--- src/kth_largest_select_macros.svh ---
// Assertion macros used by the RTL that checks itself.
`ifndef KTH_LARGEST_SELECT_MACROS_SVH
`define KTH_LARGEST_SELECT_MACROS_SVH

`ifndef ASSERT_OFF
`define KLS_ASSERT(label, prop, msg) \
  label: assert property (@(posedge clk) disable iff (rst) prop) else $error(msg);
`define KLS_ASSERT_ALWAYS(label, prop, msg) \
  label: assert property (@(posedge clk) prop) else $error(msg);
`else
`define KLS_ASSERT(label, prop, msg)
`define KLS_ASSERT_ALWAYS(label, prop, msg)
`endif

`endif

--- src/kls_pkg.sv ---
package kls_pkg;

  localparam int MAX_ITEMS = 1024;
  localparam int VAL_W     = 32;
  localparam int CNT_W     = $clog2(MAX_ITEMS + 1);
  localparam int IDX_W     = $clog2(MAX_ITEMS);

  typedef enum logic {
    ST_LOAD,
    ST_SHIFT
  } state_t;

  typedef struct packed {
    logic insert;
    logic shift;
  } cell_ctrl_t;

endpackage

--- src/kls_cell.sv ---
module kls_cell (
  input  logic                              clk,
  input  kls_pkg::cell_ctrl_t               ctrl,
  input  logic signed [kls_pkg::VAL_W-1:0]  new_val,
  input  logic                              empty,
  input  logic signed [kls_pkg::VAL_W-1:0]  left_val,
  input  logic                              left_take,
  input  logic signed [kls_pkg::VAL_W-1:0]  right_val,
  output logic signed [kls_pkg::VAL_W-1:0]  val,
  output logic                              take
);
  import kls_pkg::*;

  // The row is kept in descending order; a new element lands in front of
  // the first smaller or empty cell and everything behind it moves back one.
  assign take = ctrl.insert && (empty || (new_val > val));

  always_ff @(posedge clk) begin
    if (ctrl.shift) begin
      val <= right_val;
    end else if (take) begin
      val <= left_take ? left_val : new_val;
    end
  end

endmodule

--- config.mk ---
export PLATFORM = sky130hd
export DESIGN_NAME = kls_cell
export DESIGN_NICKNAME = d
export VERILOG_FILES = /design/src/kth_largest_select_macros.svh /design/src/kls_pkg.sv /design/src/kls_cell.sv
export SDC_FILE = /design/constraint.sdc
export NUM_CORES = 1
export LEC_CHECK = 0
export BUFFER_PORTS_ARGS = -buffer_cell sky130_fd_sc_hd__buf_2
export CORE_MARGIN = 5
export CORE_UTILIZATION = 45
export DETAILED_ROUTE_END_ITERATION = 10
export PLACE_DENSITY_LB_ADDON = 0.05
export REMOVE_ABC_BUFFERS = 1
export SYNTH_ARGS = -nofsm -noshare
export SYNTH_HDL_FRONTEND = slang
export SYNTH_SLANG_ARGS = --single-unit
--- constraint.sdc ---
create_clock -name clk -period 5.2 [get_ports clk]
set_clock_uncertainty 0.1 [all_clocks]
set_input_delay 0.78 -clock clk [delete_from_list [all_inputs] [get_ports clk]]
set_output_delay 0.78 -clock clk [all_outputs]
set_load 0.01 [all_outputs]
==> flow_metrics.env <==
export IMPL_status="finished, final reports clean"
export IMPL_vdd_ir_drop_max_mv=0.154
export IMPL_grt_busiest_layer="met2"
export IMPL_overflow=0
export IMPL_grtUsageMet2_pct=29.0
export IMPL_switchingPower_uw=242
export IMPL_worst_pin_slew_ns=0.962
export IMPL_final_hold_viol_count=0
export IMPL_arrival_ns=2.73
export IMPL_synth_flop_cell="edfxtp_1"
export IMPL_largest_reg_flops=32
export IMPL_swShare_pct=31.1
export IMPL_p_int_uw=534
export IMPL_drc=0
export IMPL_dp_hpwl_um=5000
export IMPL_synth_cell_type_count=28
export IMPL_largestRegisters="val (32)"
export IMPL_finalWirelength_um=6110
export IMPL_gp_congestion=0.766
export IMPL_path_clk_slew_ns=0.07
export IMPL_start_kind="input pin"
export IMPL_die_area_um2=7030
export IMPL_grtUsageTotal_pct=17.5
export IMPL_use_met3_pct=6.81
export IMPL_syn_area_per_cell_um2=9.44
export IMPL_synthTopCellsByCount="nand2_1, o21ai_0"
export IMPL_critPathMaxStageDelay_ns=0.48
export IMPL_ys_seq_area_share_pct=39.1
export IMPL_fin_setup_tns_ns=0
export IMPL_p_leak_nw=1.72
export IMPL_holdCritPathClass="input pin to flip-flop"
export IMPL_endpoint_kind="output pin"
export IMPL_syn_cell_area_um2=2450
export IMPL_dr_first_iter_drc_count=61
export IMPL_synth_top_area_share_pct=39.1
export IMPL_worstPathCellList="buf_2, ha_1, nand4_1, nor4_1, nand3_1, and3_1, a32oi_1, nand2_1, buf_2"
export IMPL_ant_nets=0
export IMPL_die_h_um=83.9
export IMPL_clk_path_buf_depth=2
export IMPL_fin_crit_ns=3.61
export IMPL_synthArstFlopShare_pct=0
export IMPL_wl_per_cell_um=13.2
export IMPL_cts_hold_buf=0
export IMPL_dr_pass1_iters=4
export IMPL_max_freq_ghz=0.277
export IMPL_numPortBuffers=133
export IMPL_rrSetupSlack_ns=2.10
export IMPL_clkPwrFrac_pct=23.2
export IMPL_vias_per_cell=4.90
export IMPL_rsz0062_at_grt="false"
export IMPL_antennaDiodeCount=0
export IMPL_power_uw=776
export IMPL_cts_tree="done"
export IMPL_antenna_found_initial=0
export IMPL_post_layout_nonfiller_instances=462
export IMPL_critPathMaxFanout=4
export IMPL_final_area_um2=3260
export IMPL_synth_most_common_cell="nand2_1"
export IMPL_grt_pass1_wl_um=10100
export IMPL_period_share_pct=69.5
export IMPL_whs_ns=0.668
export IMPL_clk_latency_ns=0.28
export IMPL_met1_usage_pct=21.5
export IMPL_cts_root_buf="clkbuf_8"
export IMPL_rows=26
export IMPL_io_pins=134
export IMPL_slowest_stage="nor4_1"
export IMPL_fin_nets=524
export IMPL_path_class="input pin to output pin"
export IMPL_p_per_area_nw_per_um2=238
export IMPL_synth_seq_cells=32
export IMPL_dpl_cell_count=454
export IMPL_dr_total_vias=2265
export IMPL_place_area_um2=3180
export IMPL_layout_drive_gt1_share_pct=36.7
export IMPL_critPathRequiredTime_ns=4.32
export IMPL_start_util_pct=47.2
export IMPL_grt_pass1_vias=2322
export IMPL_postCtsSetupBuffers=0
export IMPL_cts_resized=0
export IMPL_path_buf_inv=2
export IMPL_regMostFlops="val"
export IMPL_synth_top_cells_by_area="edfxtp_1, ha_1, mux2i_1"
export IMPL_core_area_um2=5200
export IMPL_setup_violations=0
export IMPL_yosys_area_top_type="edfxtp_1"
export IMPL_htreeDepth=2
export IMPL_drv_slew=0
export IMPL_critPathTopFamily="simple AND/OR/NAND/NOR gates"
export IMPL_syn_inst=260
export IMPL_grt_max_degree=66
export IMPL_cp_common_cell="buf_2"
export IMPL_area_delta_synth_final_pct=32.8
export IMPL_synth_edf_count=32
export IMPL_cts_buffers=5
export IMPL_cap_violations=0
export IMPL_clock_sinks=32
export IMPL_dieWidth_um=83.9
export IMPL_slew_headroom_pct=35.9
export IMPL_synth_warnings=0
export IMPL_pwr_share_seq_pct=44.2
export IMPL_power_frac_comb_pct=32.6
==> power by group through the flow <==
stage | registers [mW] | logic, mW | clock network (mW)
2_1_floorplan | 0.367 | 0.119 | 0
3_3_place_gp | 0.348 | 0.252 | 0
3_5_place_dp | 0.349 | 0.257 | 0
4_1_cts | 0.344 | 0.258 | 0.187
5_1_grt | 0.347 | 0.291 | 0.200
6_report | 0.343 | 0.253 | 0.180
==> layout by cell type, fill, tap and decap left out, types with 2 or more instances in the layout <==
cell / instances
clkbuf_8: 5
buf_2: 133
nand3_1: 4
mux2i_1: 32
nand2_1: 40
nand3b_1: 2
edfxtp_1: 32
ha_1: 32
inv_1: 32
a21oi_1: 13
buf_4: 2
nor2_1: 2
nand4_1: 9
o21ai_0: 36
clkinv_2: 2
==> per-layer routing <==
metal,wire [um],share of wire [%]
met4,57,0.93
met2,2790,46
met3,577,9.4
met1,2680,44
met5,0,0
==> tightest hold or removal path, delay by kind of cell <==
kind                   cells  cell delay (ns)
AOI/OAI and AO/OA          1             0.05
buffers and inverters      1             0.07
and+or+nand+nor            1             0.04
==> stage by stage <==
stage	setup WS (ns)	utilization, %
floorplan	1.59	-
global placement	1.57	61.1
detailed placement	1.54	61.1
CTS	1.57	62.6
global route	1.50	62.6
finish	1.59	62.6
==> cell families after synthesis <==
family | Yosys count | share of synthesized area, %
AO/OA/AOI/OAI | 56 | 12.4
adder cells (fa/ha/maj) | 32 | 16.3
buffers and inverters | 43 | 6.73
flip-flops | 32 | 39.1
multiplexers | 32 | 13.0
AND/OR/NAND/NOR | 65 | 12.4
==> worst paths after layout <==
kind / from / to / cells after the start
max reg2reg: val[31] / val[16] / 9
min reg2reg: val[31] / val[21] / 6
max: new_val[31] / take / 9
min: right_val[6] / val[6] / 3
==> area by class of cell <==
class                           count  area (um^2)
Fill cell                         487         1940
Inverter                           32          120
Sequential cell                    32          961
Clock buffer                        5         68.8
Clock inverter                      3         13.8
Multi-Input combinational cell    185         1330
Timing Repair Buffer              135          681
Tap cell                           70         87.6
Power figures use the tool's default switching activity.
